--- src/hw/rtl/uer_pkg.sv ---
// ----------------------------------------------------------------------------
// uer_pkg
// Types and constants shared by the ultrasonic echo ranger modules.
// ----------------------------------------------------------------------------
package uer_pkg;

    // configuration register indexes
    localparam logic [1:0] CFG_TRIGGER_TICKS    = 2'd0;
    localparam logic [1:0] CFG_TIMEOUT_TICKS    = 2'd1;
    localparam logic [1:0] CFG_OVER_RANGE_COUNT = 2'd2;

    localparam int unsigned CFG_ADDR_W = 2;
    localparam int unsigned CFG_DATA_W = 16;

    // register reset values
    localparam logic [7:0]  TRIGGER_TICKS_RST    = 8'd14;
    localparam logic [15:0] TIMEOUT_TICKS_RST    = 16'd50667;
    localparam logic [15:0] OVER_RANGE_COUNT_RST = 16'd28000;

    localparam logic [7:0]  TRIG_CNT_MAX = 8'hFF;
    localparam logic [15:0] CNT_MAX      = 16'hFFFF;

    // result status codes
    localparam logic [1:0] ST_OK         = 2'd0;
    localparam logic [1:0] ST_TIMEOUT    = 2'd1;
    localparam logic [1:0] ST_OVER_RANGE = 2'd2;

    // count*30/232 == (count*MM_MULT) >> MM_SHIFT, exact for any 16-bit count
    localparam int unsigned COUNT_W  = 16;
    localparam int unsigned MM_MULT_W = 20;
    localparam logic [MM_MULT_W-1:0] MM_MULT = 20'd542367;
    localparam int unsigned MM_SHIFT = 22;
    localparam int unsigned DIST_W   = 14;
    localparam int unsigned PROD_W   = COUNT_W + MM_MULT_W;

    typedef struct packed {
        logic [7:0]  trigger_ticks;
        logic [15:0] timeout_ticks;
        logic [15:0] over_range_count;
    } t_cfg;

    typedef struct packed {
        logic req_type;
        logic echo_level;
    } t_in_word;

    typedef struct packed {
        logic        trig_out;
        logic        busy_res;
        logic        done_res;
        logic [1:0]  status;
        logic [13:0] distance_mm;
    } t_out_word;

endpackage

--- src/hw/rtl/uer_cfg.sv ---
// ----------------------------------------------------------------------------
// uer_cfg
// Configuration register file: pulse length, echo timeout, over-range limit.
// ----------------------------------------------------------------------------
module uer_cfg (
    input  logic                            i_clk,
    input  logic                            i_rst_n,
    input  logic                            i_cfg_we,
    input  logic [uer_pkg::CFG_ADDR_W-1:0]  i_cfg_addr,
    input  logic [uer_pkg::CFG_DATA_W-1:0]  i_cfg_wdata,
    output uer_pkg::t_cfg                   o_cfg
);

    uer_pkg::t_cfg r_cfg;

    always_ff @(posedge i_clk) begin
        if (!i_rst_n) begin
            r_cfg.trigger_ticks    <= uer_pkg::TRIGGER_TICKS_RST;
            r_cfg.timeout_ticks    <= uer_pkg::TIMEOUT_TICKS_RST;
            r_cfg.over_range_count <= uer_pkg::OVER_RANGE_COUNT_RST;
        end else if (i_cfg_we) begin
            case (i_cfg_addr)
                uer_pkg::CFG_TRIGGER_TICKS: begin
                    r_cfg.trigger_ticks <= i_cfg_wdata[7:0];
                end
                uer_pkg::CFG_TIMEOUT_TICKS: begin
                    r_cfg.timeout_ticks <= i_cfg_wdata;
                end
                uer_pkg::CFG_OVER_RANGE_COUNT: begin
                    r_cfg.over_range_count <= i_cfg_wdata;
                end
                default: begin
                    r_cfg <= r_cfg;
                end
            endcase
        end
    end

    assign o_cfg = r_cfg;

endmodule

--- src/hw/rtl/uer_mm_conv.sv ---
// ----------------------------------------------------------------------------
// uer_mm_conv
// Echo count to millimetres: count*30/232 by reciprocal multiply and shift.
// ----------------------------------------------------------------------------
module uer_mm_conv (
    input  logic [uer_pkg::COUNT_W-1:0] i_count,
    output logic [uer_pkg::DIST_W-1:0]  o_distance_mm
);

    logic [uer_pkg::PROD_W-1:0] prod;

    assign prod = {{uer_pkg::MM_MULT_W{1'b0}}, i_count}
                * {{uer_pkg::COUNT_W{1'b0}}, uer_pkg::MM_MULT};

    assign o_distance_mm = prod[uer_pkg::MM_SHIFT +: uer_pkg::DIST_W];

endmodule

--- src/hw/rtl/uer_ctrl.sv ---
// ----------------------------------------------------------------------------
// uer_ctrl
// Measurement sequencer: trigger pulse, echo counting, timeout and result.
// ----------------------------------------------------------------------------
module uer_ctrl (
    input  logic                i_clk,
    input  logic                i_rst_n,
    input  logic                i_accept,
    input  uer_pkg::t_in_word   i_word,
    input  uer_pkg::t_cfg       i_cfg,
    output uer_pkg::t_out_word  o_word
);

    typedef enum logic [1:0] {
        PH_IDLE = 2'd0,
        PH_TRIG = 2'd1,
        PH_WAIT = 2'd2
    } t_phase;

    t_phase      r_phase,         n_phase;
    logic [7:0]  r_trigger_count, n_trigger_count;
    logic [15:0] r_wait_count,    n_wait_count;
    logic [15:0] r_echo_count,    n_echo_count;
    logic        r_echo_prev;

    logic                        finish;
    logic                        expired;
    logic [uer_pkg::DIST_W-1:0]  mm_dist;

    always_comb begin
        n_phase         = r_phase;
        n_trigger_count = r_trigger_count;
        n_wait_count    = r_wait_count;
        n_echo_count    = r_echo_count;
        finish          = 1'b0;
        expired         = 1'b0;

        if (i_word.req_type) begin
            n_phase         = PH_TRIG;
            n_trigger_count = 8'd1;
            n_wait_count    = '0;
            n_echo_count    = '0;
        end else begin
            case (r_phase)
                PH_TRIG: begin
                    if (r_trigger_count != uer_pkg::TRIG_CNT_MAX) begin
                        n_trigger_count = r_trigger_count + 8'd1;
                    end
                end
                PH_WAIT: begin
                    // falling edge ends the echo without counting this tick
                    if (r_echo_prev && !i_word.echo_level) begin
                        finish = 1'b1;
                    end else begin
                        if (i_word.echo_level && r_echo_count != uer_pkg::CNT_MAX) begin
                            n_echo_count = r_echo_count + 16'd1;
                        end
                        if (r_wait_count != uer_pkg::CNT_MAX) begin
                            n_wait_count = r_wait_count + 16'd1;
                        end
                        if (n_wait_count >= i_cfg.timeout_ticks) begin
                            finish  = 1'b1;
                            expired = 1'b1;
                        end
                    end
                end
                default: begin
                    n_phase = PH_IDLE;
                end
            endcase
        end

        if (n_phase == PH_TRIG && n_trigger_count >= i_cfg.trigger_ticks) begin
            n_phase = PH_WAIT;
        end
        if (finish) begin
            n_phase = PH_IDLE;
        end
    end

    uer_mm_conv u_mm_conv (
        .i_count       (n_echo_count),
        .o_distance_mm (mm_dist)
    );

    always_comb begin
        o_word.trig_out    = (n_phase != PH_TRIG);
        o_word.busy_res    = (n_phase == PH_TRIG) || (n_phase == PH_WAIT);
        o_word.done_res    = finish;
        o_word.status      = uer_pkg::ST_OK;
        o_word.distance_mm = '0;
        if (finish) begin
            if (expired && n_echo_count == '0) begin
                o_word.status = uer_pkg::ST_TIMEOUT;
            end else if (n_echo_count >= i_cfg.over_range_count) begin
                o_word.status = uer_pkg::ST_OVER_RANGE;
            end else begin
                o_word.distance_mm = mm_dist;
            end
        end
    end

    always_ff @(posedge i_clk) begin
        if (!i_rst_n) begin
            r_phase         <= PH_IDLE;
            r_trigger_count <= '0;
            r_wait_count    <= '0;
            r_echo_count    <= '0;
            r_echo_prev     <= 1'b0;
        end else if (i_accept) begin
            r_phase         <= n_phase;
            r_trigger_count <= n_trigger_count;
            r_wait_count    <= n_wait_count;
            r_echo_count    <= n_echo_count;
            r_echo_prev     <= i_word.echo_level;
        end
    end

endmodule

--- src/hw/rtl/uer_out_reg.sv ---
// ----------------------------------------------------------------------------
// uer_out_reg
// Result register with valid/stall handshake; one word of buffering.
// ----------------------------------------------------------------------------
module uer_out_reg (
    input  logic                i_clk,
    input  logic                i_rst_n,
    input  logic                i_load,
    input  uer_pkg::t_out_word  i_word,
    input  logic                i_out_stall,
    output logic                o_out_valid,
    output logic                o_in_stall,
    output uer_pkg::t_out_word  o_out_data
);

    logic               r_valid;
    uer_pkg::t_out_word r_word;

    // hold the input back only while a word sits here and cannot leave
    assign o_in_stall = r_valid && i_out_stall;

    always_ff @(posedge i_clk) begin
        if (!i_rst_n) begin
            r_valid <= 1'b0;
        end else if (i_load) begin
            r_valid <= 1'b1;
        end else if (!i_out_stall) begin
            r_valid <= 1'b0;
        end
    end

    always_ff @(posedge i_clk) begin
        if (i_load) begin
            r_word <= i_word;
        end
    end

    assign o_out_valid = r_valid;
    assign o_out_data  = r_word;

endmodule

--- src/hw/rtl/ultrasonic_echo_ranger.sv ---
// ----------------------------------------------------------------------------
// ultrasonic_echo_ranger
// Tick-driven ultrasonic range measurement controller.
// ----------------------------------------------------------------------------
// Each input word, one timer tick or a start request, yields exactly one
// result word in the cycle after it is accepted. A new word is taken in
// every cycle unless the result register is full and stalled; the state
// update (sequencer plus one 16x20 multiply for the millimetre conversion)
// feeds the result register. The user writes configuration through the plain
// write port while no measurement is running; the block does not enforce it.
module ultrasonic_echo_ranger (
    input  logic                            i_clk,
    input  logic                            i_rst_n,
    input  logic                            i_cfg_we,
    input  logic [uer_pkg::CFG_ADDR_W-1:0]  i_cfg_addr,
    input  logic [uer_pkg::CFG_DATA_W-1:0]  i_cfg_wdata,
    input  logic                            i_in_valid,
    output logic                            o_in_stall,
    input  uer_pkg::t_in_word               i_in_data,
    output logic                            o_out_valid,
    input  logic                            i_out_stall,
    output uer_pkg::t_out_word              o_out_data
);

    uer_pkg::t_cfg      cfg;
    uer_pkg::t_out_word next_word;
    logic               accept;

    assign accept = i_in_valid && !o_in_stall;

    uer_cfg u_cfg (
        .i_clk       (i_clk),
        .i_rst_n     (i_rst_n),
        .i_cfg_we    (i_cfg_we),
        .i_cfg_addr  (i_cfg_addr),
        .i_cfg_wdata (i_cfg_wdata),
        .o_cfg       (cfg)
    );

    uer_ctrl u_ctrl (
        .i_clk    (i_clk),
        .i_rst_n  (i_rst_n),
        .i_accept (accept),
        .i_word   (i_in_data),
        .i_cfg    (cfg),
        .o_word   (next_word)
    );

    uer_out_reg u_out_reg (
        .i_clk       (i_clk),
        .i_rst_n     (i_rst_n),
        .i_load      (accept),
        .i_word      (next_word),
        .i_out_stall (i_out_stall),
        .o_out_valid (o_out_valid),
        .o_in_stall  (o_in_stall),
        .o_out_data  (o_out_data)
    );

endmodule

--- config.mk ---
export PLATFORM = sky130hd
export DESIGN_NAME = ultrasonic_echo_ranger
export DESIGN_NICKNAME = d
export VERILOG_FILES = /design/src/hw/rtl/uer_pkg.sv /design/src/hw/rtl/uer_cfg.sv /design/src/hw/rtl/uer_mm_conv.sv /design/src/hw/rtl/uer_ctrl.sv /design/src/hw/rtl/uer_out_reg.sv /design/src/hw/rtl/ultrasonic_echo_ranger.sv
export SDC_FILE = /design/constraint.sdc
export NUM_CORES = 1
export LEC_CHECK = 0
export ABC_AREA = 1
export BUFFER_PORTS_ARGS = -buffer_cell sky130_fd_sc_hd__buf_4
export CORE_UTILIZATION = 40
export CTS_BUF_LIST = sky130_fd_sc_hd__clkbuf_4 sky130_fd_sc_hd__clkbuf_8
export CTS_CLUSTER_DIAMETER = 60
export DETAILED_ROUTE_END_ITERATION = 8
export HOLD_SLACK_MARGIN = 0.03
export MAX_ROUTING_LAYER = met4
export PLACE_DENSITY = 0.54
export SYNTH_ARGS = -nofsm -noshare
export SYNTH_HDL_FRONTEND = slang
export SYNTH_HIERARCHICAL = 1
export SYNTH_SLANG_ARGS = --single-unit
--- constraint.sdc ---
create_clock -name i_clk -period 15.8 [get_ports i_clk]
set_input_delay 2.37 -clock i_clk [delete_from_list [all_inputs] [get_ports i_clk]]
set_output_delay 2.37 -clock i_clk [all_outputs]
set_load 0.05 [all_outputs]
Word-level counts from Yosys, hierarchy flattened
Cells that the tools add are included.
- register bits after elaboration: 103
- logic and storage cells: 84
- input bits: 25
- output and inout port bits: 21
- $lt $le $gt $ge: 3
- eq/ne operators: 13
- muxes and demuxes: 29
- multiply operators: 1
- add/sub/neg operators: 3
- bitwise gates (word level): 1
- reduce and logical (&&, ||, !) cells: 19
- operators by type and width (kind ; number):
    2-to-1 mux 16 bit ; 11
    multiplier 16 x 20 -> 36 bit, second input constant ; 1
    adder 16 x 1 -> 16 bit, second input constant ; 2
    greater-or-equal comparator 16 bit ; 2
    inequality test 16 bit, second input constant ; 2
    2-to-1 mux 8 bit ; 3
    zero test 16 bit ; 1
    2-to-1 mux 1 bit ; 10
    2-to-1 mux 2 bit ; 5
    adder 8 x 1 -> 8 bit, second input constant ; 1
    == test 2 x 1 -> 1 bit, second input constant ; 4
    greater-or-equal comparator 8 bit ; 1
    inequality test 8 bit, second input constant ; 1
    == test 2 bit, second input constant ; 3
    logical AND 1 bit ; 6
    AND reduction 2 bit ; 3
    inequality test 2 x 1 -> 1 bit, second input constant ; 2
    OR reduction 2 bit ; 2
    AND reduction 3 bit ; 1
    OR reduction 3 bit ; 1
    zero test 1 bit ; 2
    zero test 2 bit ; 1
    inequality test 2 bit, second input constant ; 1
    nonzero test 2 bit ; 1
    other kinds (2) ; 2

Depth between registers and ports, before layout
- depth after elaboration: 13
- gate-level depth with buffers: 36
- depth with buffers taken out: 36

Cells and area by module
The synthesis kept the hierarchy.
- by module, submodules not included (module ; instances ; area an instance (um^2) ; seq. area each (um^2) ; cells an instance):
    uer_mm_conv ; 1 ; 5786.8 ; 0.0 ; 802
    uer_ctrl ; 1 ; 4081.4 ; 860.8 ; 668
    uer_cfg ; 1 ; 1574.0 ; 800.8 ; 222
    uer_out_reg ; 1 ; 614.3 ; 590.6 ; 25
    ultrasonic_echo_ranger ; 1 ; 10.0 ; 0.0 ; 2

Least setup slack after synthesis
No wires, ideal clock.
- kind: input -> register
- from: input port i_in_data[0] (netlist bit)
- to: register u_out_reg.r_word, in the netlist u_out_reg/o_out_data[5], data pin
- setup time: 251 ps
- arrival: 7763 ps
- cell stages on the path: 32
- data required time: 15549 ps
- slack: 7787 ps
- cells stage by stage: inv_1 nand2_1 nand2_1 nor2_1 nand2_1 nor2_1 nand3_1 nand3_1 inv_1 fa_1 inv_1 fa_1 inv_1 fa_1 inv_1 fa_1 inv_1 fa_1 inv_1 fa_1 inv_1 ha_1 nand2_1 inv_1 nand2_1 o21ai_0 a21oi_1 nand2_1 nand2_1 nand2_1 nand2_1 nor2_2
- elaborated cells on any way between the ends: 19
- classes of those cells: mul (1); order compare (1); mux (10); bitwise (1); reduce/logical (6)
- RTL lines (what ; RTL line ; text):
    from (decl) ; ultrasonic_echo_ranger.sv:19 ; input uer_pkg::t_in_word i_in_data,
    logical AND 1 bit or zero test 1 bit (tied branches) ; uer_ctrl.sv:55, uer_ctrl.sv:52 ;
    2-to-1 mux 16 bit or logical AND 1 bit (tied branches) ; uer_ctrl.sv:55, uer_ctrl.sv:52 ;
    2-to-1 mux 16 bit (*) ; uer_ctrl.sv:52 ; if (r_echo_prev && !i_word.echo_level) begin
    2-to-1 mux 16 bit (*) ; uer_ctrl.sv:44 ; case (r_phase)
    2-to-1 mux 16 bit (*) ; uer_ctrl.sv:38 ; if (i_word.req_type) begin
    named net u_ctrl.n_echo_count[15] ; uer_ctrl.sv:23 ; logic [15:0] r_echo_count, n_echo_count;
    multiplier 16 x 20 -> 36 bit (*) ; uer_mm_conv.sv:13 ; * {{uer_pkg::COUNT_W{1'b0}}, uer_pkg::MM_MULT};
    named net u_ctrl.mm_dist (one bit) ; uer_ctrl.sv:28 ; logic [uer_pkg::DIST_W-1:0] mm_dist;
    to (signal assigned) ; uer_out_reg.sv:34 ; r_word <= i_word;
    to (decl) ; uer_out_reg.sv:17 ; uer_pkg::t_out_word r_word;
Mark *: on every way through the listed nets, which the timed path passes. The rest lies on a longest branch.
A chain may end at the register's enable or synchronous reset.

Final worst setup path
- from: input port i_in_data[0] (netlist bit)
- to: register u_out_reg.r_word, in the netlist u_out_reg/o_out_data[6], data pin
The elaborated chain is that of the path after synthesis.

==> flow_summary.json <==
{
  "status": "finished, final reports clean",
  "p_per_area_nw_per_um2": 61.7,
  "p_total_mw": 0.800,
  "max-cap-violations": 0,
  "pre_cts_ws_ps": 6990,
  "critPathLaunchType": "input port",
  "setup_viol": 0,
  "r2r_slack_ps": 8700,
  "numPortBuffers": 45,
  "n_antenna_cell": 0,
  "ios": 46,
  "period_share_pct": 53.4,
  "yosys.area.top_type_share_pct": 20.0,
  "avgSynthCellArea_um2": 7.02,
  "most-common-layout-cells": "nand2_1, inv_1, ha_1",
  "initial_core_util_pct": 40.7,
  "wl_per_cell_um": 14.2,
  "cts-hold-fix-buffers": 0,
  "clk_path_buf_depth": 2,
  "initialDrtViolationCount": 548,
  "crit_path_max_fanout": 8,
  "hpwlAfterDp_mm": 25.3,
  "timing.rr.start": "u_ctrl/r_echo_count[0]",
  "synth_cells": 1719,
  "crit_path_frequent_cell": "nand2_1",
  "power_leakage_nw": 7.18,
  "ys_ff_latch": 103,
  "slew_headroom_pct": 41.5,
  "fin_cells": 2145,
  "r2r_end": "u_out_reg/o_out_data[6]",
  "grt_overflow": 0,
  "grt_pass1_vias": 9819,
  "synth_adder_area_share_pct": 33.0,
  "synth-simple-area-share_pct": 26.1,
  "antenna_found_initial": 0,
  "startpoint": "i_in_data[0]",
  "vias": 10432,
  "clk_pin_slew_ps": 100,
  "hold_path.class": "flop to flop",
  "tns_ps": 0,
  "peakVddDrop_uv": 73.5,
  "clockRootBuffer": "clkbuf_8",
  "yosysWarnings": 6,
  "cp.arrival_ps": 8610,
  "critical_path_class": "input port to flop",
  "grt_pass1_wl_mm": 51.0,
  "drt-total-wl_mm": 30.5,
  "period_needed_ps": 8440,
  "slowest_stage": "fa_1",
  "holdPathEnd": "u_cfg/o_cfg[33]",
  "yosys.area.top_type": "ha_1",
  "design_area_um2": 13000,
  "hp-start": "u_cfg/o_cfg[33]",
  "async_flop_share_pct": 0,
  "synthMuxAreaShare_pct": 0,
  "routed_via_density": 4.86,
  "cp.required_ps": 15970,
  "cts_resized": 0,
  "fmax_ghz": 0.118,
  "yosys.area_share.xor_xnor_pct": 0.871,
  "cts_buffers": 9,
  "grt_max_degree": 70,
  "final_nets": 2046,
  "synthTopCellsByArea": "ha_1, dfxtp_1, fa_1",
  "cts_tree": "built",
  "dp.cells": 2129,
  "coreArea_um2": 29600,
  "min_path_cells": 2,
  "final_common_cell": "nand2_1",
  "worst-r2r-cell-count": 35,
  "timing.final.ws_setup_ps": 7360,
  "worst_pin_slew_ps": 875,
  "die_w_um": 176,
  "rsz0062_at_grt": "false",
  "drv_slew": 0,
  "cpLargestDelayFamily": "adder cells",
  "worst-path-buf-inv": 10,
  "first_pass_iters": 5,
  "synth-edff-count": 19,
  "slowest_delay_ps": 590,
  "layout-drive-gt1-share_pct": 6.78,
  "gp_congestion": 0.956,
  "route.detailed.drc": 0,
  "htreeDepth": 3,
  "rows": 63,
  "yosysSeqAreaShare_pct": 18.7,
  "clk_latency_ps": 430,
  "die_y_um": 176,
  "grtUsageTotal_pct": 21.5,
  "hold_violations": 0,
  "syn_area_um2": 12100,
  "finalClockSkew_ps": 21.1,
  "antenna_left": 0,
  "cts_setup_buffers": 0,
  "synth_top_family_by_area": "adder cells",
  "endpoint_kind": "flop",
  "area_growth_pct": 7.58,
  "yosys_most_used_dff": "dfxtp_1",
  "synth-compound-area-share_pct": 8.08,
  "placed_area_um2": 12800,
  "clock-sinks": 103,
  "synth_cell_types": 43,
  "synth_nets": 2015,
  "die_area_um2": 30900
}
==> Yosys cell counts (all sizes together), types with 18 or more instances <==
cell type / instances
dfxtp: 84
nand3: 100
o21ai: 56
a21oi: 106
fa: 78
nand2: 406
clkbuf: 18
nor3: 25
inv: 391
nand4: 22
ha: 193
nor2: 165
edfxtp: 19
==> registers in the layout (all words and copies together) (netlist names) <==
name / flops
u_out_reg/o_out_valid: 1
u_cfg/o_cfg: 40
u_ctrl/r_echo_count: 16
u_ctrl/r_trigger_count: 8
u_ctrl/r_wait_count: 16
u_ctrl/r_echo_prev: 1
u_out_reg/o_out_data: 19
u_ctrl/r_phase: 2
==> worst reg2reg max path: cells and delay by family, from the launching register on <==
| family | cells | cell delay (ps) |
|---|---|---|
| adders and majority gates | 8 | 3830 |
| and+or+nand+nor | 16 | 1500 |
| buffers and inverters | 8 | 660 |
| AOI/OAI and AO/OA | 3 | 480 |
| DFF | 1 | 410 |
==> logic make-up after synthesis <==
logic type               Yosys count
AND/OR/NAND/NOR                  729
buffers and inverters            421
adder cells (fa/ha/maj)          271
AO/OA/AOI/OAI                    183
flip-flops                       103
XOR/XNOR                          12
==> power by group <==
| group | total [mW] | switching [mW] | internal [mW] | leakage (nW) |
|---|---|---|---|---|
| registers | 0.289 | 0.00897 | 0.280 | 0.879 |
| clock network | 0.171 | 0.110 | 0.0608 | 0.0934 |
| logic | 0.340 | 0.223 | 0.117 | 6.21 |
| total | 0.800 | 0.342 | 0.458 | 7.18 |
==> per-layer routing <==
layer,track usage [%],wire length (µm)
met1,31.0,15900
met2,32.2,13300
met3,2.27,1030
met4,4.46,307
met5,-,0
==> metrics by stage <==
stage,utilization [%],hold WS (ps)
after global routing,43.8,497
final,43.8,465
after global placement,43.2,441
after floorplan,-,429
after CTS,43.8,472
after detailed placement,43.2,445
==> worst max path at each step <==
stage                                           to  slack, ps  depth (start not counted)
after CTS                  u_out_reg/o_out_data[6]       7440                         35
final                      u_out_reg/o_out_data[6]       7360                         35
after global placement    u_out_reg/o_out_data[10]       7020                         32
after global routing       u_out_reg/o_out_data[6]       6820                         35
after floorplan            u_out_reg/o_out_data[5]       7790                         32
after detailed placement   u_out_reg/o_out_data[6]       6990                         35
==> area by class of cell <==
type                       count  area, µm²
clock buffer                   9        124
clock inverter                 7       63.8
fill                        3161      16700
inverter                     391       1470
multi-input combinational   1195       8210
sequential                   103       2250
tap                          390        488
timing repair buffer          50        375
Note: power is estimated with default switching activity, not from simulation.
